$ cat src/design/assert_macros.svh
// assertion macros shared by the line breaker rtl
`ifndef ASSERT_MACROS_SVH
`define ASSERT_MACROS_SVH
`ifndef SYNTHESIS
`define MRLB_ASSERT(label, clk, rst_n, prop, msg) \
    label: assert property (@(posedge clk) disable iff (!rst_n) (prop)) else $error(msg);
`define MRLB_ASSERT_IMPL(label, clk, rst_n, ante, cons, msg) \
    label: assert property (@(posedge clk) disable iff (!rst_n) (ante) |-> (cons)) else $error(msg);
`else
`define MRLB_ASSERT(label, clk, rst_n, prop, msg)
`define MRLB_ASSERT_IMPL(label, clk, rst_n, ante, cons, msg)
`endif
`endif

$ cat src/design/mrlb_pkg.sv
// types and constants of the minimum raggedness line breaker
`default_nettype none
package mrlb_pkg;

    localparam int MAX_WORDS = 64;
    localparam int CNT_W = $clog2(MAX_WORDS + 1);
    localparam int ADDR_W = (MAX_WORDS > 1) ? $clog2(MAX_WORDS) : 1;

    localparam int LEN_W = 8;
    localparam int IDX_W = 7;
    localparam int COST_W = 30;
    localparam int PEN_W = 24;
    localparam int SP_W = 10;
    localparam int TDATA_W = 64;
    localparam int FIELDS_W = 3 * IDX_W + LEN_W + COST_W;

    localparam logic [LEN_W-1:0] LINE_WIDTH_RESET = 8'd75;
    localparam logic [COST_W-1:0] COST_MAX = 30'h3FFF_FFFF;

    typedef logic [CNT_W-1:0] cnt_t;
    typedef logic [ADDR_W-1:0] addr_t;
    typedef logic [LEN_W-1:0] len_t;
    typedef logic [COST_W-1:0] cost_t;
    typedef logic [PEN_W-1:0] pen_t;
    typedef logic signed [SP_W-1:0] sp_t;

    typedef struct packed {
        cnt_t  lines;
        cost_t cost;
    } cost_word_t;

    typedef struct packed {
        cnt_t start;
        len_t spare;
    } bp_word_t;

    typedef struct packed {
        logic  clear;
        logic  take;
        cost_t cost_prev;
        cnt_t  lines_prev;
        pen_t  pen;
        cnt_t  where;
        len_t  spare;
    } cand_req_t;

    typedef struct packed {
        cost_t cost;
        cnt_t  lines_prev;
        cnt_t  where;
        len_t  spare;
    } cand_res_t;

endpackage
`default_nettype wire

$ cat src/design/mrlb_mult.sv
// shared 16 by 8 multiplier with registered product, used for squaring and cubing
`default_nettype none
module mrlb_mult (
    input  wire logic                       clk,
    input  wire logic [15:0]                a,
    input  wire logic [7:0]                 b,
    output logic      [mrlb_pkg::PEN_W-1:0] prod
);
    import mrlb_pkg::*;

    pen_t prod_reg;
    pen_t prod_next;

    always_comb
    begin
        prod_next = pen_t'({8'b0, a} * {16'b0, b});
    end

    always_ff @(posedge clk)
    begin
        prod_reg <= prod_next;
    end

    assign prod = prod_reg;

endmodule
`default_nettype wire

$ cat config.mk
export PLATFORM = sky130hd
export DESIGN_NAME = mrlb_mult
export DESIGN_NICKNAME = d
export VERILOG_FILES = /design/src/design/assert_macros.svh /design/src/design/mrlb_pkg.sv /design/src/design/mrlb_mult.sv
export SDC_FILE = /design/constraint.sdc
export NUM_CORES = 1
export LEC_CHECK = 0
export ABC_CLOCK_PERIOD_IN_PS = 6700
export BUFFER_PORTS_ARGS = -buffer_cell sky130_fd_sc_hd__buf_4
export CAP_MARGIN = 30
export CORE_ASPECT_RATIO = 0.7
export CORE_MARGIN = 3
export CORE_UTILIZATION = 60
export DETAILED_ROUTE_END_ITERATION = 10
export GPL_ROUTABILITY_DRIVEN = 0
export HOLD_SLACK_MARGIN = 0.05
export PLACE_DENSITY = 0.92
export SLEW_MARGIN = 10
export SYNTH_ARGS = -nofsm -noshare
export SYNTH_HDL_FRONTEND = slang
export SYNTH_SLANG_ARGS = --single-unit
export TNS_END_PERCENT = 10
$ cat constraint.sdc
create_clock -name clk -period 6.7 [get_ports clk]
set_input_delay 0 -clock clk [delete_from_list [all_inputs] [get_ports clk]]
set_output_delay 0 -clock clk [all_outputs]
set_load 0.01 [all_outputs]
-- After elaboration in Yosys (flattened, before gate mapping)
Index checks and enable logic that the tools add are counted.
Widths: inputs -> output; s select.
- flip-flop bits (word level): 24
- word-level logic and storage cells: 2
- output and inout bits: 24
- multiply operators: 1
- operators with widths (kind ; number):
    $mul 16x8->24 ; 1

-- Depth between registers and ports, before layout
Gate-level depths: netlist (run 1).
- depth in word-level cells: 1
- gate-level depth with buffers: 17
- gate-level depth less buffers: 16

-- Worst setup path before layout (run 1)
Ideal clock, no wire load.
- path type: input to register
- start point: input b[6]
- end point: register prod_reg[23], in the netlist prod[23]
- arrival time: 3.917 ns
- cell stages on the path: 16
- data required time: 6.578 ns
- slack: 2.661 ns
- setup time: 0.122 ns
- cell sequence: clkbuf_1 > and2_1 > fa_1 > fa_1 > fa_1 > inv_1 > fa_1 > inv_1 > ha_1 > buf_2 > a21oi_1 > o21bai_1 > a221o_1 > o211ai_2 > o311ai_2 > xnor2_1
- word-level cells in the longest chain between the ends: 1
- RTL lines (what ; line ; source):
    start: declaration ; mrlb_mult.sv:6 ; input wire logic [7:0] b,
    $mul 16x8->24 ; mrlb_mult.sv:16 ; prod_next = pen_t'({8'b0, a} * {16'b0, b});
    net prod_next[23] ; mrlb_mult.sv:12 ; pen_t prod_next;
    end signal: assignment ; mrlb_mult.sv:21 ; prod_reg <= prod_next;
    end: declaration ; mrlb_mult.sv:11 ; pen_t prod_reg;
The timed path passes the listed nets, and every way through them passes these cells.

-- Worst setup path after layout (run 1)
- start point: input b[7]
- end point: register prod_reg[21], in the netlist prod[21]
Same word-level chain as after synthesis.

==> results.cfg, run 1 <==
[status]
status = completed

[job]
drv_cap = 0

[synth]
synth_cells = 513
ys_seq_area_share_pct = 10.3
yosys_warnings = 0
postSynthAreaPerCell_um2 = 9.08
ys_ff_latch = 24
synth_fp_nets = 666
synth_area_um2 = 4660
ys_dominant_reg_cell = dfxtp_1
yosysTopAreaCell = fa_1
synthArstFlopShare_pct = 0
ys_types = 41
synth_top_area_share_pct = 36.1
synth.top_cells.by_count = inv_1, and2_1, fa_1
synth_edf_count = 0
yosysMostFrequentCell = inv_1
ys_top_cells_by_area = fa_1, and2_1, ha_1

[cts]
cts_max_level = 1
cts.sink_count = 24
post_cts_resized = 0
clock-root-buffer = clkbuf_8
cts_made_buffers = 3
cts_setup_buffers = 0
clk_path_buf_depth = 2
holdBufCountCts = 0
clkSlewWorstSetupHoldPaths_ns = 0.08
cts_tree = built

[grt]
globalRouteOverflowTotal = 0
grt_pass1_wl_um = 18600
antenna_found_initial = 0
track_usage_pct = 25.8
grt_max_degree = 17
grt_pass1_vias = 3845

[timing]
worstMarginPinSlew_ns = 0.545
fin_crit_ns = 4.11
relSlewSlack_pct = 63.3
finalSetupViolations = 0
setup_tns_ns = 0
period_share_pct = 61.3
finalHoldViolCount = 0
rsz0062_at_grt = false
hold_ws_ns = 0.0562
drv_slew = 0
max_freq_ghz = 0.243

[worst_setup_path]
cp_max_fo = 16
arrival_ns = 4.27
crit_type = in -> reg
end_kind = flip-flop
required_ns = 6.86
worst_setup_path_start_kind = primary input

[power]
seq_power_share_pct = 12.6
p_comb_share_pct = 82.4
power_switching_w = 0.000967
ir_drop_v = 0.000221
cell_internal_pwr_w = 0.000944
p_leak_nw = 2.66
p_per_area_nw_per_um2 = 372
p_sw_share_pct = 50.6
p_clk_share_pct = 5.0
power_w = 0.00191

[layout]
final_core_util_pct = 69.2
fillers = 570
largest_reg_flops = 24
drive_gt1_share_pct = 10.7
ff_latch_area_um2 = 480
fin_nets = 704
multi_input_area_um2 = 3710
stdcell_area_um2 = 5130
diodes = 0
areaGrowthSynthToFinish_pct = 10.3

[detailed_routing]
drt_iter0_markers = 305
wl_per_cell_um = 16.1
dr_total_vias = 3563
viasPerCell = 5.50
antenna_left = 0
wirelength_um = 10400
firstDrtPassIters = 5
drcViolationCount = 0

[floorplanning]
start_util_pct = 62.8
die_area_um2 = 8870
chipWidth_um = 111
core_area_um2 = 7420
rows = 26
die_y_um = 79.7
ios = 49

[placement]
io_buffer_count = 48
placed_area_um2 = 5080
dp_hpwl_um = 8860

[hold_path]
hold_path_class = in -> reg
min_from = a[0]
hold_end = prod[0]
hold_depth = 2
==> placed cells by master, fill, tap and decap left out, drive strengths merged, types with 4 or more instances in the layout <==
cell	instances
a21o	8
a21oi	17
and2	102
buf	48
clkbuf	4
dfxtp	24
fa	84
ha	44
inv	107
nand2	35
nand3	7
nor2	13
o21ai	5
xnor2	15
==> metrics by stage <==
step                      worst slack [ns]  instances
after CTS                             2.60        648
after floorplan                       2.66        513
after global routing                  2.41        648
after global placement                2.50        644
final                                 2.59        648
after detailed placement              2.36        644
==> area by class of cell <==
cell class                 count  share of cell area, %
multi-input combinational    367                   72.3
timing repair buffer          48                   7.02
sequential                    24                   9.36
clock buffer                   4                   1.07
tap                           98                   2.39
inverter                     107                   7.82
==> metal layers <==
| layer | GRT usage, % | vias to the layer above | part of all wire (%) |
|---|---|---|---|
| met5 | 0 | - | 0 |
| met4 | 6.68 | 0 | 1.6 |
| met3 | 6.21 | 23 | 9.5 |
| met2 | 40.4 | 191 | 44 |
| met1 | 36.4 | 1711 | 45 |
| li1 | - | 1638 | - |
==> critical path, cell delays in order <==
cell and delay, ns:
buf_4 0.15, and2_1 0.19, fa_1 0.50, fa_1 0.52, fa_1 0.57, inv_1 0.07, fa_1 0.53, inv_1 0.04
ha_1 0.35, nor2_1 0.32, nor2_1 0.12, a221o_1 0.34, o211ai_2 0.26, a31oi_1 0.14, xnor2_1 0.15
==> power by group through the flow <==
stage	Clock, W	Combinational [W]	Sequential, W
finish	0.0000954	0.00157	0.000241
global route	0.000106	0.00176	0.000248
CTS	0.0000961	0.00155	0.000242
detailed placement	0	0.00154	0.000246
global placement	0	0.00145	0.000246
floorplan	0	0.00111	0.000278
==> cell families (layout without fill, tap and decap cells) <==
| group | Yosys count | count (layout) | share of synthesized area [%] |
|---|---|---|---|
| AOI/OAI and AO/OA | 52 | 52 | 8.54 |
| xor gates and xnor gates | 18 | 18 | 3.39 |
| adders and majority gates | 128 | 128 | 47.9 |
| buffers and inverters | 122 | 159 | 9.91 |
| DFF | 24 | 24 | 10.3 |
| and+or+nand+nor | 169 | 169 | 19.9 |
==> how the worst max path moves through the flow <==
stage,from,to,slack (ns),depth (start not counted)
after global placement,b[7],prod[23],2.50,15
after global routing,b[7],prod[21],2.41,15
after detailed placement,b[7],prod[23],2.36,15
after floorplan,b[6],prod[23],2.66,16
final,b[7],prod[21],2.59,15
after CTS,b[7],prod[23],2.60,15
(Power assumes the default switching activity.)
==> run 2: changes to the inputs <==
Settings changed: ABC_AREA from default to 1, ABC_CLOCK_PERIOD_IN_PS 6700 to 3500, CORE_UTILIZATION 60 to 56, PLACE_DENSITY 0.92 to 0.9.
Clock period 6.7 ns to 3.5 ns, I/O delays scaled along.
==> run 2 against run 1 <==
Net effect:
- first-iteration DRC count down 14%
- non-clock buffer count is 49 higher
- core utilization rose by 1.5 points
- sequential cell count unchanged
- clock-buffer cell count unchanged
==> results.cfg, run 2 <==
[grt]
grt_max_degree = 17
globalRouteOverflowTotal = 0
track_usage_pct = 23.8
antenna_found_initial = 0
grt_pass1_wl_um = 20500
grt_pass1_vias = 4869

[synth]
ys_ff_latch = 24
ys_top_cells_by_area = fa_1, inv_1, nand2_1
yosysMostFrequentCell = inv_1
synth_top_area_share_pct = 32.5
synth_fp_nets = 908
synthArstFlopShare_pct = 0
synth_edf_count = 0
synth.top_cells.by_count = inv_1, nand2_1, fa_1
ys_dominant_reg_cell = dfxtp_1
yosysTopAreaCell = fa_1
synth_cells = 755
ys_types = 23
postSynthAreaPerCell_um2 = 6.86
yosys_warnings = 0
ys_seq_area_share_pct = 9.28
synth_area_um2 = 5180

[worst_setup_path]
end_kind = flip-flop
required_ns = 3.65
cp_max_fo = 12
worst_setup_path_start_kind = primary input
crit_type = in -> reg
arrival_ns = 3.52

[layout]
drive_gt1_share_pct = 18.1
areaGrowthSynthToFinish_pct = 19.2
largest_reg_flops = 24
diodes = 0
ff_latch_area_um2 = 480
stdcell_area_um2 = 6170
mostFrequentLayoutCells = inv_1, nand2_1, buf_4
multi_input_area_um2 = 3790
final_common_cell = inv_1
fillers = 708
fin_nets = 978

[detailed_routing]
viasPerCell = 4.89
wl_per_cell_um = 12.2
drcViolationCount = 0
drt_iter0_markers = 262
dr_total_vias = 4618
firstDrtPassIters = 5
antenna_left = 0
wirelength_um = 11500

[placement]
dp_hpwl_um = 9870
placed_area_um2 = 6030
io_buffer_count = 48
dp_worst_setup_slack_ns = -0.178

[cts]
cts.sink_count = 24
clk_path_buf_depth = 2
clock-root-buffer = clkbuf_16
clkSlewWorstSetupHoldPaths_ns = 0.06
cts_max_level = 1
holdBufCountCts = 0
cts_tree = built
cts_made_buffers = 3

[job]
drv_cap = 0

[floorplanning]
ios = 49
die_area_um2 = 10500
rows = 28
chipWidth_um = 121
start_util_pct = 59.4
core_area_um2 = 8720
die_y_um = 86.5

[timing]
drv_slew = 0
hold_ws_ns = 0.0673
period_share_pct = 96.1
rsz0062_at_grt = true
finalHoldViolCount = 0
worstMarginPinSlew_ns = 0.310
relSlewSlack_pct = 79.3
fin_crit_ns = 3.37
finalSetupViolations = 0
setup_ws_ns = 0.135
max_freq_ghz = 0.297

[power]
ir_drop_v = 0.000480
p_per_area_nw_per_um2 = 787
power_w = 0.00486
p_leak_nw = 4.08

[status]
status = completed

[hold_path]
hold_path_class = in -> reg
run 2: critical path, cell delays in order:
cell	delay (ns)
buf_6	0.13
buf_4	0.14
nand2_1	0.05
inv_1	0.05
fa_1	0.43
fa_1	0.49
inv_1	0.06
fa_1	0.50
fa_1	0.52
inv_1	0.05
ha_1	0.34
nand2_1	0.13
nand3_2	0.15
nand2_1	0.09
nand2_1	0.09
nand2_1	0.09
nand2_1	0.06
nand2_1	0.07
nand2_1	0.06
run 2: stage by stage:
| step | util (%) | cells | TNS, ns |
|---|---|---|---|
| after CTS | 70.2 | 944 | 0 |
| after floorplan | - | 755 | -0.0442 |
| final | 70.8 | 944 | 0 |
| after detailed placement | 69.1 | 940 | -1.89 |
| after global routing | 70.8 | 944 | -0.138 |
| after global placement | 69.1 | 940 | -0.901 |
run 2: cells by family after synthesis:
family / synth area share, %
buffers and inverters: 20.2
flip-flops: 9.28
adder cells (fa/ha/maj): 43.1
AND/OR/NAND/NOR: 23.9
AO/OA/AOI/OAI: 1.81
XOR/XNOR: 1.69
run 2: worst paths after layout:
kind,from,end,cells past startpoint
setup / recovery,b[2],prod[17],19
hold / removal,b[0],prod[0],3
run 2: cell type report:
type                            instances  share of cell area [%]
Multi-Input combinational cell        452                    61.4
Inverter                              247                    15.0
Timing Repair Buffer                   97                    11.9
Sequential cell                        24                    7.78
Tap cell                              120                    2.43
Clock buffer                            4                    1.44
run 2: what timing repair did:
action / CTS / global route
resized for setup: 0 / 15
setup buffers: 0 / 0
endpoints found under the setup margin: 0 / 12
endpoints found under the hold margin: 0 / 0
run 2: where the power goes:
part	switching (W)	internal [W]
sequential	0.0000394	0.000430
combinational	0.00232	0.00181
clock	0.0000936	0.000175
run 2: metal layers:
layer	track usage, %	share of wire [%]
met1	31.3	43
met2	42.3	49
met3	2.80	6.6
met4	5.76	1.9
met5	0	0
==> run 3: changes to the inputs <==
Settings changed: ABC_CLOCK_PERIOD_IN_PS 3500 to 4170, CORE_UTILIZATION 56 to 60, PLACE_DENSITY 0.9 to 0.92.
Clock period 3.5 ns to 4.17 ns, I/O delays scaled along.
==> run 3 against run 2 <==
Net effect:
- non-clock buffer count shrank 48
- combinational power shrank 34%
- sequential share of layout area grew 0.75 points
- routed wire length shrank 2.1%
- core utilization shrank 1.3 points
- worst hold slack gained 0.028 ns
- worst setup slack gained 0.24 ns
- critical path depth shrank 1
- die area shrank 6.3%
- final cell count shrank 7.2%
- via count shrank 3.9%
- sequential cell count is the same
- largest cell class unchanged
- largest power group unchanged
==> results.cfg, run 3 (synthesis results as in run 2) <==
[worst_setup_path]
cp_slowest_cell = dlygate4sd3_1
worst_path_largest_cell_delay_ns = 0.53
required_ns = 4.32
crit_type = in -> reg
cp_max_fo = 8
arrival_ns = 3.95
worstPathCellList = dlygate4sd3_1 -> buf_4 -> nand2_1 -> fa_1 -> fa_1 -> inv_1 -> fa_1 -> inv_1 -> fa_1 -> inv_1 -> ha_1 -> nand2_1 -> nor2_1 -> nand2_1 -> nand3_1 -> nand2_1 -> nand3_1 -> nand2_1
end_kind = flip-flop
worst_setup_path_start_kind = primary input
cp_common_cell = nand2_1

[timing]
finalSetupViolations = 0
worstMarginPinSlew_ns = 0.255
setup_ws_ns = 0.371
setup_tns_ns = 0
rsz0062_at_grt = false
drv_slew = 0
fin_crit_ns = 3.80
max_freq_ghz = 0.263
period_share_pct = 91.1
relSlewSlack_pct = 82.9
hold_ws_ns = 0.0949
finalHoldViolCount = 0

[layout]
fin_nets = 930
mostFrequentLayoutCells = inv_1, nand2_1, fa_1
fillers = 674
drive_gt1_share_pct = 10.1
diodes = 0
areaGrowthSynthToFinish_pct = 8.72
largest_reg_flops = 24
ff_latch_area_um2 = 480
final_common_cell = inv_1
multi_input_area_um2 = 3650
stdcell_area_um2 = 5630

[placement]
dp_worst_setup_slack_ns = 0.370
dp_hpwl_um = 9490
placed_area_um2 = 5540
io_buffer_count = 48

[grt]
grt_pass1_wl_um = 20500
antenna_found_initial = 0
globalRouteOverflowTotal = 0
grt_pass1_vias = 4756
grt_max_degree = 17
track_usage_pct = 25.5

[detailed_routing]
drt_iter0_markers = 397
drcViolationCount = 0
wirelength_um = 11200
dr_total_vias = 4437
firstDrtPassIters = 5
wl_per_cell_um = 12.8
viasPerCell = 5.07
antenna_left = 0

[cts]
cts_max_level = 1
post_cts_resized = 0
holdBufCountCts = 1
cts_setup_buffers = 0
clk_path_buf_depth = 2
cts.sink_count = 24
cts_tree = built
cts_made_buffers = 3
clock-root-buffer = clkbuf_16
clkSlewWorstSetupHoldPaths_ns = 0.06

[status]
status = completed

[floorplanning]
die_y_um = 83.7
chipWidth_um = 117
core_area_um2 = 8110
die_area_um2 = 9800
ios = 49
rows = 27
start_util_pct = 63.9

[power]
p_per_area_nw_per_um2 = 590
ir_drop_v = 0.000323
p_leak_nw = 3.82

[hold_path]
min_from = b[0]
hold_depth = 3
hold_end = prod[0]
hold_path_class = in -> reg

[job]
drv_cap = 0
-- run 3: cell types whose count changed in the layout (fill, tap and decap cells not counted), moves of 5 or more --
cell,change
ha_4,-6
a21oi_2,-5
ha_1,+7
a21oi_1,+5
buf_4,-47
-- run 3: report_power, final --
group | internal [W] | switching, W | total, W
combinational | 0.00104 | 0.00170 | 0.00273
sequential | 0.000361 | 0.0000306 | 0.000392
clock | 0.000127 | 0.0000733 | 0.000200
-- run 3: critical path, delay by kind of cell --
kind	cells	cell delay [ns]
buf+inv	5	0.84
simple gates	8	0.86
fa+ha+maj	5	2.27
-- run 3: layout make-up --
| type | instances | area share [%] |
|---|---|---|
| Sequential cell | 24 | 8.54 |
| Inverter | 247 | 16.5 |
| Tap cell | 101 | 2.24 |
| Timing Repair Buffer | 49 | 6.58 |
| Clock buffer | 3 | 1.33 |
| Multi-Input combinational cell | 452 | 64.8 |
-- run 3: routing by layer --
| metal | vias to the layer above | GRT usage, % | routed length (µm) |
|---|---|---|---|
| met5 | - | 0 | 0 |
| li1 | 2120 | - | - |
| met2 | 193 | 45.2 | 5640 |
| met3 | 32 | 4.13 | 835 |
| met4 | 0 | 5.52 | 211 |
| met1 | 2092 | 32.4 | 4550 |
-- run 3: worst max-delay path by stage --
| stage | startpoint | to |
|---|---|---|
| final | a[0] | prod[18] |
| after global placement | b[5] | prod[19] |
| after detailed placement | b[5] | prod[23] |
| after CTS | a[0] | prod[18] |
| after global routing | a[0] | prod[18] |
| after floorplan | b[5] | prod[21] |
-- run 3: through the flow --
step,utilization (%),total power (W),cells
floorplan,-,0.00242,755
global placement,68.4,0.00299,872
detailed placement,68.4,0.00309,872
CTS,69.4,0.00332,876
global route,69.4,0.00376,876
finish,69.4,0.00332,876
