===== src/design/assert_macros.svh =====
// assertion macros shared by the line breaker rtl
`ifndef ASSERT_MACROS_SVH
`define ASSERT_MACROS_SVH
`ifndef SYNTHESIS
`define MRLB_ASSERT(label, clk, rst_n, prop, msg) \
    label: assert property (@(posedge clk) disable iff (!rst_n) (prop)) else $error(msg);
`define MRLB_ASSERT_IMPL(label, clk, rst_n, ante, cons, msg) \
    label: assert property (@(posedge clk) disable iff (!rst_n) (ante) |-> (cons)) else $error(msg);
`else
`define MRLB_ASSERT(label, clk, rst_n, prop, msg)
`define MRLB_ASSERT_IMPL(label, clk, rst_n, ante, cons, msg)
`endif
`endif


===== src/design/mrlb_pkg.sv =====
// types and constants of the minimum raggedness line breaker
`default_nettype none
package mrlb_pkg;

    localparam int MAX_WORDS = 64;
    localparam int CNT_W = $clog2(MAX_WORDS + 1);
    localparam int ADDR_W = (MAX_WORDS > 1) ? $clog2(MAX_WORDS) : 1;

    localparam int LEN_W = 8;
    localparam int IDX_W = 7;
    localparam int COST_W = 30;
    localparam int PEN_W = 24;
    localparam int SP_W = 10;
    localparam int TDATA_W = 64;
    localparam int FIELDS_W = 3 * IDX_W + LEN_W + COST_W;

    localparam logic [LEN_W-1:0] LINE_WIDTH_RESET = 8'd75;
    localparam logic [COST_W-1:0] COST_MAX = 30'h3FFF_FFFF;

    typedef logic [CNT_W-1:0] cnt_t;
    typedef logic [ADDR_W-1:0] addr_t;
    typedef logic [LEN_W-1:0] len_t;
    typedef logic [COST_W-1:0] cost_t;
    typedef logic [PEN_W-1:0] pen_t;
    typedef logic signed [SP_W-1:0] sp_t;

    typedef struct packed {
        cnt_t  lines;
        cost_t cost;
    } cost_word_t;

    typedef struct packed {
        cnt_t start;
        len_t spare;
    } bp_word_t;

    typedef struct packed {
        logic  clear;
        logic  take;
        cost_t cost_prev;
        cnt_t  lines_prev;
        pen_t  pen;
        cnt_t  where;
        len_t  spare;
    } cand_req_t;

    typedef struct packed {
        cost_t cost;
        cnt_t  lines_prev;
        cnt_t  where;
        len_t  spare;
    } cand_res_t;

endpackage
`default_nettype wire


===== src/design/mrlb_cand.sv =====
// candidate evaluation: saturating cost add, compare and best candidate registers
`default_nettype none
module mrlb_cand (
    input  wire logic                clk,
    input  wire logic                rst_n,
    input  wire mrlb_pkg::cand_req_t req,
    output mrlb_pkg::cand_res_t      res
);
    import mrlb_pkg::*;

    logic      have_reg;
    logic      have_next;
    cand_res_t best_reg;
    cand_res_t best_next;
    logic [COST_W:0] sum;
    cost_t     cost_sat;

    always_comb
    begin
        sum = {1'b0, req.cost_prev} + {{(COST_W + 1 - PEN_W){1'b0}}, req.pen};
        cost_sat = (sum > {1'b0, COST_MAX}) ? COST_MAX : sum[COST_W-1:0];
        have_next = have_reg;
        best_next = best_reg;
        if (req.clear)
        begin
            have_next = 1'b0;
        end
        else if (req.take)
        begin
            // strict compare keeps the latest line start on a tie
            if (!have_reg || (cost_sat < best_reg.cost))
            begin
                have_next = 1'b1;
                best_next.cost = cost_sat;
                best_next.lines_prev = req.lines_prev;
                best_next.where = req.where;
                best_next.spare = req.spare;
            end
        end
    end

    always_ff @(posedge clk or negedge rst_n)
    begin
        if (!rst_n)
        begin
            have_reg <= 1'b0;
        end
        else
        begin
            have_reg <= have_next;
        end
    end

    always_ff @(posedge clk)
    begin
        best_reg <= best_next;
    end

    assign res = best_reg;

endmodule
`default_nettype wire


===== config.mk =====
export PLATFORM = sky130hd
export DESIGN_NAME = mrlb_cand
export DESIGN_NICKNAME = d
export VERILOG_FILES = /design/src/design/assert_macros.svh /design/src/design/mrlb_pkg.sv /design/src/design/mrlb_cand.sv
export SDC_FILE = /design/constraint.sdc
export NUM_CORES = 1
export LEC_CHECK = 0
export ABC_AREA = 1
export BUFFER_PORTS_ARGS = -buffer_cell sky130_fd_sc_hd__buf_4
export CAP_MARGIN = 20
export CORE_ASPECT_RATIO = 1.2
export CORE_MARGIN = 2
export CORE_UTILIZATION = 35
export DETAILED_ROUTE_END_ITERATION = 10
export SLEW_MARGIN = 40
export SYNTH_ARGS = -nofsm -noshare
export SYNTH_HDL_FRONTEND = slang
export SYNTH_SLANG_ARGS = --single-unit

===== constraint.sdc =====
create_clock -name clk -period 10.7 [get_ports clk]
set_input_delay 2.14 -clock clk [delete_from_list [all_inputs] [get_ports clk]]
set_output_delay 2.14 -clock clk [all_outputs]
set_load 0.1 [all_outputs]

# Yosys cells after proc, flatten, opt, wreduce, memory -nomap -nowiden
# Index checks and enable logic that the tools add are counted.
# word_totals
reg_bits,53
elab_cells,19
inputBits,80
# classes
reduce_logical,6
bitwise_logic,1
addsub,1
mux,4
n_lt_le_gt_ge,2
# ops
cell,count
30-bit by 24-bit adder with 31-bit output,1
31-bit by 30-bit greater-than comparator with 1-bit output (second input constant),1
30-bit less-than comparator,1
30-bit two-way mux,1
2-bit nonzero test,2
1-bit two-way mux,3
3-bit AND reduction,1
2-bit AND reduction,1
1-bit logical NOT,1
1-bit logical OR,1
1-bit inverter,1

# Depth between registers and ports, before layout
# Gate-level depths: netlist of the first run.
# depth
depth_word,8
mapped_depth,26

# Worst setup path before layout of the first run
# No wires, ideal clock.
# synth_path
kind,in2reg
from,input port req[15] (netlist name)
to,"register best_reg, in the netlist res[0], enable pin"
setup_slack_ps,2772
stages,26
n_path_buf,2
arrival_time_ps,7449
setup_time_ps,479
path_cell_list,ha_1 fa_1 nand2_1 nand2_1 nand3b_1 nand2_2 nand2_2 nand2_4 inv_4 nor2_8 a21oi_4 inv_2 nand2_2 buf_6 buf_12 nand2_2 ha_1 a21oi_1 o21ai_0 nand3_1 a21oi_1 a211oi_1 nor2_1 a211oi_1 nand2_1 a21oi_1
# synth_between
elab_chain_len,6
# synth_rtl
item,line,rtl
"start, declared",mrlb_cand.sv:6,"input wire mrlb_pkg::cand_req_t req,"
30-bit by 24-bit adder with 31-bit output *,mrlb_cand.sv:20,"sum = {1'b0, req.cost_prev} + {{(COST_W + 1 - PEN_W){1'b0}}, req.pen};"
31-bit by 30-bit greater-than comparator with 1-bit output,mrlb_cand.sv:21,"cost_sat = (sum > {1'b0, COST_MAX}) ? COST_MAX : sum[COST_W-1:0];"
30-bit two-way mux *,mrlb_cand.sv:21,
named net cost_sat[17],mrlb_cand.sv:16,cost_t cost_sat;
30-bit less-than comparator *,mrlb_cand.sv:31,if (!have_reg || (cost_sat < best_reg.cost))
1-bit logical OR *,mrlb_cand.sv:31,
3-bit AND reduction (no line) *,--,
"end signal, assigned",mrlb_cand.sv:56,best_reg <= best_next;
"end, declared",mrlb_cand.sv:13,cand_res_t best_reg;
# The timed path passes the listed nets; every way through them passes the cells marked *.
# A chain may end at the register's enable or synchronous reset.

# Worst setup path in the final report of the first run
# layout_path
from,input port req[15] (netlist name)
to,"register best_reg, in the netlist res[28], enable pin"
# Same word-level chain as after synthesis.

==> results of run 1 <==
-- through the flow --
stage | total power [W] | utilization, % | cells | hold slack [ps]
after floorplan | 0.0004858 | - | 437 | 459.8
after global placement | 0.0005616 | 46.31 | 720 | 562.8
after detailed placement | 0.0005667 | 46.31 | 720 | 560.9
after CTS | 0.0007249 | 47.60 | 728 | 573.9
after global routing | 0.0007620 | 47.60 | 728 | 623.8
final | 0.0007155 | 47.60 | 728 | 579.1
-- Yosys cell counts --
| master | number |
|---|---|
| a31oi_4 | 1 |
| a21oi_2 | 2 |
| inv_2 | 2 |
| nand3_1 | 8 |
| o221a_2 | 1 |
| dfrtp_1 | 1 |
| nor2_1 | 32 |
| nor2_8 | 1 |
| nand3b_1 | 3 |
| o2111ai_2 | 1 |
| nor2_4 | 1 |
| nand2_1 | 87 |
| a21o_1 | 2 |
| a21boi_1 | 2 |
| xor2_1 | 10 |
| xnor2_1 | 12 |
| edfxtp_1 | 52 |
| o21a_1 | 1 |
| o21ai_0 | 13 |
| and2_1 | 1 |
| fa_1 | 1 |
| nand2_4 | 1 |
| nor4_1 | 2 |
| o21bai_1 | 2 |
| nand2_2 | 23 |
| or2_1 | 1 |
| nor2_2 | 3 |
| nor3_2 | 1 |
| buf_12 | 2 |
| a21oi_1 | 35 |
| o21ai_1 | 7 |
| buf_6 | 1 |
| inv_1 | 54 |
| a31oi_1 | 1 |
| ha_1 | 53 |
| nand4_1 | 7 |
| inv_4 | 1 |
| a211oi_1 | 5 |
| nor3_1 | 3 |
| a21oi_4 | 1 |
-- report_power, final --
group,switching (W),internal (W),leakage [nW]
clock network,0.0000702,0.0000858,0.0696
logic,0.000205,0.0000991,1.96
registers,0.00000664,0.000249,0.498
-- cells by family after synthesis --
kind of cell / Yosys count
xor+xnor: 22
buf+inv: 60
flops: 53
fa+ha+maj: 54
compound gates: 74
simple gates: 174
-- tightest hold or removal path, cell delays in order, from the launching register on --
cell     delay [ps]
dfrtp_1         400
nor2_1           60
nor2_1           80
-- per-layer routing --
metal  track usage (%)  up-vias
met5                 0        -
met4             5.405        0
met3             1.786       11
met2             25.70       93
met1             19.13     1498
li1                  -     1754
-- final timing paths --
| check | cells past startpoint | end | from |
|---|---|---|---|
| max | 26 | res[28]$_DFFE_PP_ | req[15] |
| min | 2 | have_reg$_DFFE_PN0P_ | have_reg$_DFFE_PN0P_ |
| max reg2reg | 12 | res[28]$_DFFE_PP_ | res[37]$_DFFE_PP_ |
| min reg2reg | 2 | have_reg$_DFFE_PN0P_ | have_reg$_DFFE_PN0P_ |
| max in group asynchronous | 1 | have_reg$_DFFE_PN0P_ | rst_n |
| min in group asynchronous | 1 | have_reg$_DFFE_PN0P_ | rst_n |
-- area by class of cell --
type	instances	share of cell area, %
clock buffer	5	2.371
clock inverter	3	0.3319
inverter	57	4.101
multi-input combinational	324	40.71
sequential	53	30.06
tap	154	3.651
timing repair buffer	132	18.78
==> summary.txt, run 1 <==
Outcome
  • Status: finished clean

Pwr
  • Peak supply drop: 0.06319 mV
  • Power density over cell area: approximately 140 mW/mm²
  • LEAKAGE: roughly 2.5 nW

Global route
  • GRT Util Overall: between 10% and 20%
  • First-pass GRT wire length: between 10 and 15 mm
  • Total grt overflow: 0
  • Vias in the first global route: approximately 3300
  • Largest net degree at the start of global routing: 31
  • Initial antenna violation count: 0

Worst setup path
  • R2R Setup Slk: around 7700 ps
  • Worst path slowest cell: a21oi_4
  • WP buf/inv: 4
  • Max FO, Critical Path: 30
  • Startpoint Class: input pin
  • Top delay family on crit path: compound AO/OA/AOI/OAI gates
  • Worst path arrival time: between 6000 and 7000 ps
  • Data required time of the critical path: approximately 11000 ps
  • Max incr delay on CP: about 600 ps
  • Element type at the critical path end: register
  • Crit path kind: in -> reg

Die
  • Core Area: 0.01109 mm²
  • Starting Density: a little over a third
  • Die ar.: approximately 0.012 mm²
  • Die H: 121.0 µm
  • Die Wd: 101.5 µm
  • Io pins: about 130
  • Core Rows: between 40 and 50

CTS
  • Root Buffer: clkbuf_16
  • PostCTS Resize Cnt: 0
  • Post-CTS setup buffer count: 0
  • CTS Hold Bufs: 0
  • CTS Buffer Depth: 2
  • Worst skew pair latency: about 290 ps
  • CTS Buf Count: 5
  • H-tree depth: 2
  • CTS Sinks: 53
  • TritonCTS clock tree: done
  • Clock-pin transition on the worst setup and hold timing paths: approximately 70 ps

STA
  • Worst slew margin: 53.35%
  • Final Max Slew Viols: 0
  • RSZ-0062 raised after global routing: false
  • Actual slew at the worst max-slew pin: around 700 ps
  • Tmin final: 6759 ps
  • Clock skew: ~5.5 ps
  • Final hold vios: 0
  • Fmax achieved: roughly 150 MHz
  • Final clock period utilization by the worst path: around 63%
  • Final setup fails: 0
  • Setup_tns: 0 ps
  • Worst setup margin: between 3000 and 4000 ps

Synth
  • Largest family of logic cells by synthesized area: simple AND/OR/NAND/NOR gates
  • Unique cell type count in the Yosys netlist: 40
  • Synth area leader: edfxtp_1
  • Yosys warnings: 0
  • Area share of fa/ha/maj cells after synthesis: between 15 and 20%
  • Synth Register Bits: 53
  • Synth Area in Simple Gates: approximately a fifth
  • Post-synthesis cell count: ~440
  • Post-synthesis xor/xnor area fraction: under 10%
  • Area of the mapped netlist: 0.003991 mm²
  • Post-synth top area share: between 30 and 40%
  • Mean post-synth cell area: 9.133 µm²
  • Mux share of post-synthesis cell area: 0%
  • Sequential element share of the synthesized area: around two fifths
  • Synthesized Nets: 571
  • Area contributors post-synth: edfxtp_1, ha_1, nand2_1
  • Synth Area in Compound Gates: approximately 11%

Placement
  • Routability cong.: about 0.81
  • DP Wirelength: between 7 and 8 mm
  • Post-DP Area: about 0.005 mm²
  • I/O Buffers: around 130
  • Dpl ws: about 3600 ps

Layout
  • Fillers: 1093
  • Share of layout cells above drive strength 1: 31.36%
  • Area of the multi-input gates: 0.002148 mm²
  • Most frequent cells in the layout: buf_4, nand2_1, inv_1, ha_1, edfxtp_1
  • Fin area: between 0.005 and 0.006 mm²
  • Ant. Diodes: 0
  • P&R area growth vs syn: 32.23%
  • Max reg flops: 52
  • FF/Latch Area: ~0.0016 mm²
  • Nets@finish: approximately 700
  • Leading cell type in the layout, fill and taps excluded: buf_4

Drt
  • Via density: 4.610
  • Met1 WL: roughly 4.0 mm
  • Post-Route WL: between 9 and 10 mm
  • DRC: 0
  • Met2 wire length: roughly 4.5 mm
  • Antenna-violating nets left: 0
  • Top routing layer in use: met4
  • Met3 wire len: between 300 and 400 µm
  • WL per Instance: ~12 µm
  • Via count: approximately 3400
  • Initial DRT Pass Iterations: 4
  • Detailed Route Iter0 Violations: 108

Job
  • Max-cap violations: 0

Min path
  • Min-Delay Path Class: reg -> reg
Note: power is estimated with default switching activity, not from simulation.
==> inputs of run 2 (changes only) <==
- ABC_AREA: 1 -> 0
- clock period: 10.7 -> 5.6 ns (I/O delays scaled with it)
==> summary.txt, run 2 <==
Outcome
  • Status: finished clean

Pwr
  • Sequential fraction of design power: roughly 36%
  • Peak supply drop: between 0.1 and 0.15 mV
  • Int Power: 0.0008406 W
  • Power density over cell area: 264.1 mW/mm²
  • LEAKAGE: around 2.4 nW
  • Proportion of power drawn by combinational gates: about two fifths
  • Sw frac: a little under two fifths
  • Clock network fraction of total power: between 20% and 30%
  • NetSw: approximately 0.00052 W

STA
  • Tmin final: between 5000 and 6000 ps
  • Final clock period utilization by the worst path: between 90% and 100%
  • Actual slew at the worst max-slew pin: between 300 and 400 ps
  • Clock skew: roughly 8.0 ps
  • Fmax achieved: between 150 and 200 MHz
  • Worst slew margin: 74.15%
  • RSZ-0062 raised after global routing: false
  • Final hold vios: 0
  • Final Max Slew Viols: 0
  • Setup_tns: 0 ps
  • Final setup fails: 0

Worst setup path
  • Crit path kind: in -> reg
  • Worst path arrival time: about 5200 ps
  • Startpoint Class: input pin
  • Element type at the critical path end: register
  • Data required time of the critical path: about 5600 ps
  • Max FO, Critical Path: 16

Die
  • Starting Density: 35.57%
  • Die H: 117.0 µm
  • Die Wd: approximately 98 µm
  • Io pins: 132
  • Core Rows: just over 40
  • Die ar.: 0.01148 mm²
  • Core Area: about 0.010 mm²

Synth
  • Synthesized Nets: 489
  • Unique cell type count in the Yosys netlist: 49
  • Synth area leader: edfxtp_1
  • Top-count cell post-synth: ha_1
  • Post-synth EDFFs: 52
  • Synth Register Bits: 53
  • Area of the mapped netlist: ~0.0037 mm²
  • Commonest cells post-synth: ha_1, edfxtp_1, inv_1
  • Yosys warnings: 0
  • Area contributors post-synth: edfxtp_1, ha_1, a21oi_1
  • Post-synth top area share: a little over two fifths
  • Async SR Flop Fraction: about 1.9%
  • Predominant post-synthesis flop cell: edfxtp_1
  • Mean post-synth cell area: about 10 µm²
  • Post-synthesis cell count: 355
  • Sequential element share of the synthesized area: between 40% and 50%

Layout
  • Fin area: about 0.0052 mm²
  • FF/Latch Area: 0.001587 mm²
  • Share of the core filled with cells: between 40% and 50%
  • Share of layout cells above drive strength 1: about a third
  • Fillers: about 1000
  • Nets@finish: 630
  • Leading cell type in the layout, fill and taps excluded: buf_4
  • Area of the multi-input gates: 0.002072 mm²
  • Max reg flops: 52
  • Most frequent cells in the layout: buf_4, edfxtp_1, ha_1, inv_1, nand2_1
  • Ant. Diodes: 0
  • P&R area growth vs syn: 38.59%

CTS
  • CTS Buf Count: 5
  • Post-CTS setup buffer count: 0
  • CTS Hold Bufs: 0
  • CTS Buffer Depth: 2
  • H-tree depth: 2
  • Worst skew pair latency: approximately 290 ps
  • Clock-pin transition on the worst setup and hold timing paths: around 70 ps
  • Root Buffer: clkbuf_16
  • PostCTS Resize Cnt: 0
  • CTS Sinks: 53
  • TritonCTS clock tree: done

Job
  • Max-cap violations: 0

Global route
  • GRT Util Overall: between 15 and 20%
  • First-pass GRT wire length: about 14 mm
  • Initial antenna violation count: 0
  • Vias in the first global route: 2961
  • Total grt overflow: 0
  • Largest net degree at the start of global routing: 37

Drt
  • WL per Instance: ~14 µm
  • Initial DRT Pass Iterations: 4
  • DRC: 0
  • Via density: about 5.0
  • Post-Route WL: 8.959 mm
  • Antenna-violating nets left: 0
  • Via count: ~3100
  • Detailed Route Iter0 Violations: about 150

Placement
  • Post-DP Area: between 0.005 and 0.006 mm²
  • DP Wirelength: approximately 7.6 mm
  • I/O Buffers: 131
  • Routability cong.: 0.7877

Min path
  • Min-Delay Path Class: reg -> reg
[run 2: cell count changes after synthesis, moves of 7 or more]
cell / before / now
a21o_1: 2 / 10
a21oi_1: 35 / 27
a31oi_1: 1 / 8
and3_1: 0 / 9
inv_1: 54 / 33
nand2_1: 87 / 30
nand2_2: 23 / 0
nor2_1: 32 / 18
[run 2: cells by family after synthesis]
group / share of synthesized area (%)
AOI/OAI and AO/OA: 15.83
xor gates and xnor gates: 4.706
adders and majority gates: 18.35
buffers and inverters: 4.470
DFF: 42.62
muxes: 0.9075
and+or+nand+nor: 13.11
[run 2: path summary, 6_finish.rpt]
| check | from | to | slack, ps | cells after the start |
|---|---|---|---|---|
| max | req[25] | res[32]$_DFFE_PP_ | 420 | 19 |
| min | have_reg$_DFFE_PN0P_ | have_reg$_DFFE_PN0P_ | 580 | 2 |
| max reg2reg | res[37]$_DFFE_PP_ | res[32]$_DFFE_PP_ | 3040 | 11 |
| min reg2reg | have_reg$_DFFE_PN0P_ | have_reg$_DFFE_PN0P_ | 580 | 2 |
| max in group asynchronous | rst_n | have_reg$_DFFE_PN0P_ | 4930 | 1 |
| min in group asynchronous | rst_n | have_reg$_DFFE_PN0P_ | 590 | 1 |
[run 2: power groups by stage]
stage / registers, W / clock network, W / logic [W]
2_1_floorplan: 0.000669 / 0 / 0.000244
3_3_place_gp: 0.000499 / 0 / 0.000563
3_5_place_dp: 0.000500 / 0 / 0.000570
4_1_cts: 0.000491 / 0.000315 / 0.000572
5_1_grt: 0.000493 / 0.000330 / 0.000621
6_report: 0.000490 / 0.000305 / 0.000567
[run 2: final cells by class]
type                            count  share of cell area, %
Inverter                           33                  2.401
Clock buffer                        5                  2.425
Tap cell                          129                  3.129
Multi-Input combinational cell    264                  40.16
Sequential cell                    53                  30.75
Clock inverter                      3                 0.4123
Timing Repair Buffer              139                  20.71
[run 2: worst max-delay path, cell delays in order]
cell	delay, ps
buf_4	110
ha_1	330
a21o_1	230
a31o_2	240
a211oi_1	320
o21ai_1	150
o21ai_1	280
a31oi_2	200
a31oi_1	220
mux2_2	370
ha_1	290
nand4_1	110
nor2_1	180
nand4_1	170
nor3_1	330
a21oi_1	140
o311ai_2	120
a41oi_4	70
buf_4	230
[run 2: per-stage QoR]
step | total power [W] | worst slack [ps] | hold slack, ps | instances
floorplan | 0.0009131 | -40.21 | 478.8 | 355
global placement | 0.001062 | 171.7 | 533.9 | 618
detailed placement | 0.001070 | 114.3 | 554.7 | 618
CTS | 0.001378 | 417.0 | 571.7 | 626
global route | 0.001444 | 36.35 | 575.3 | 626
finish | 0.001362 | 419.0 | 576.6 | 626
[run 2: per-layer routing]
metal	global-route usage, %	wire [µm]	up-vias
met4	2.922	56	0
li1	-	-	1605
met2	27.53	4498	97
met3	2.732	415	4
met1	19.90	3990	1420
met5	0	0	-
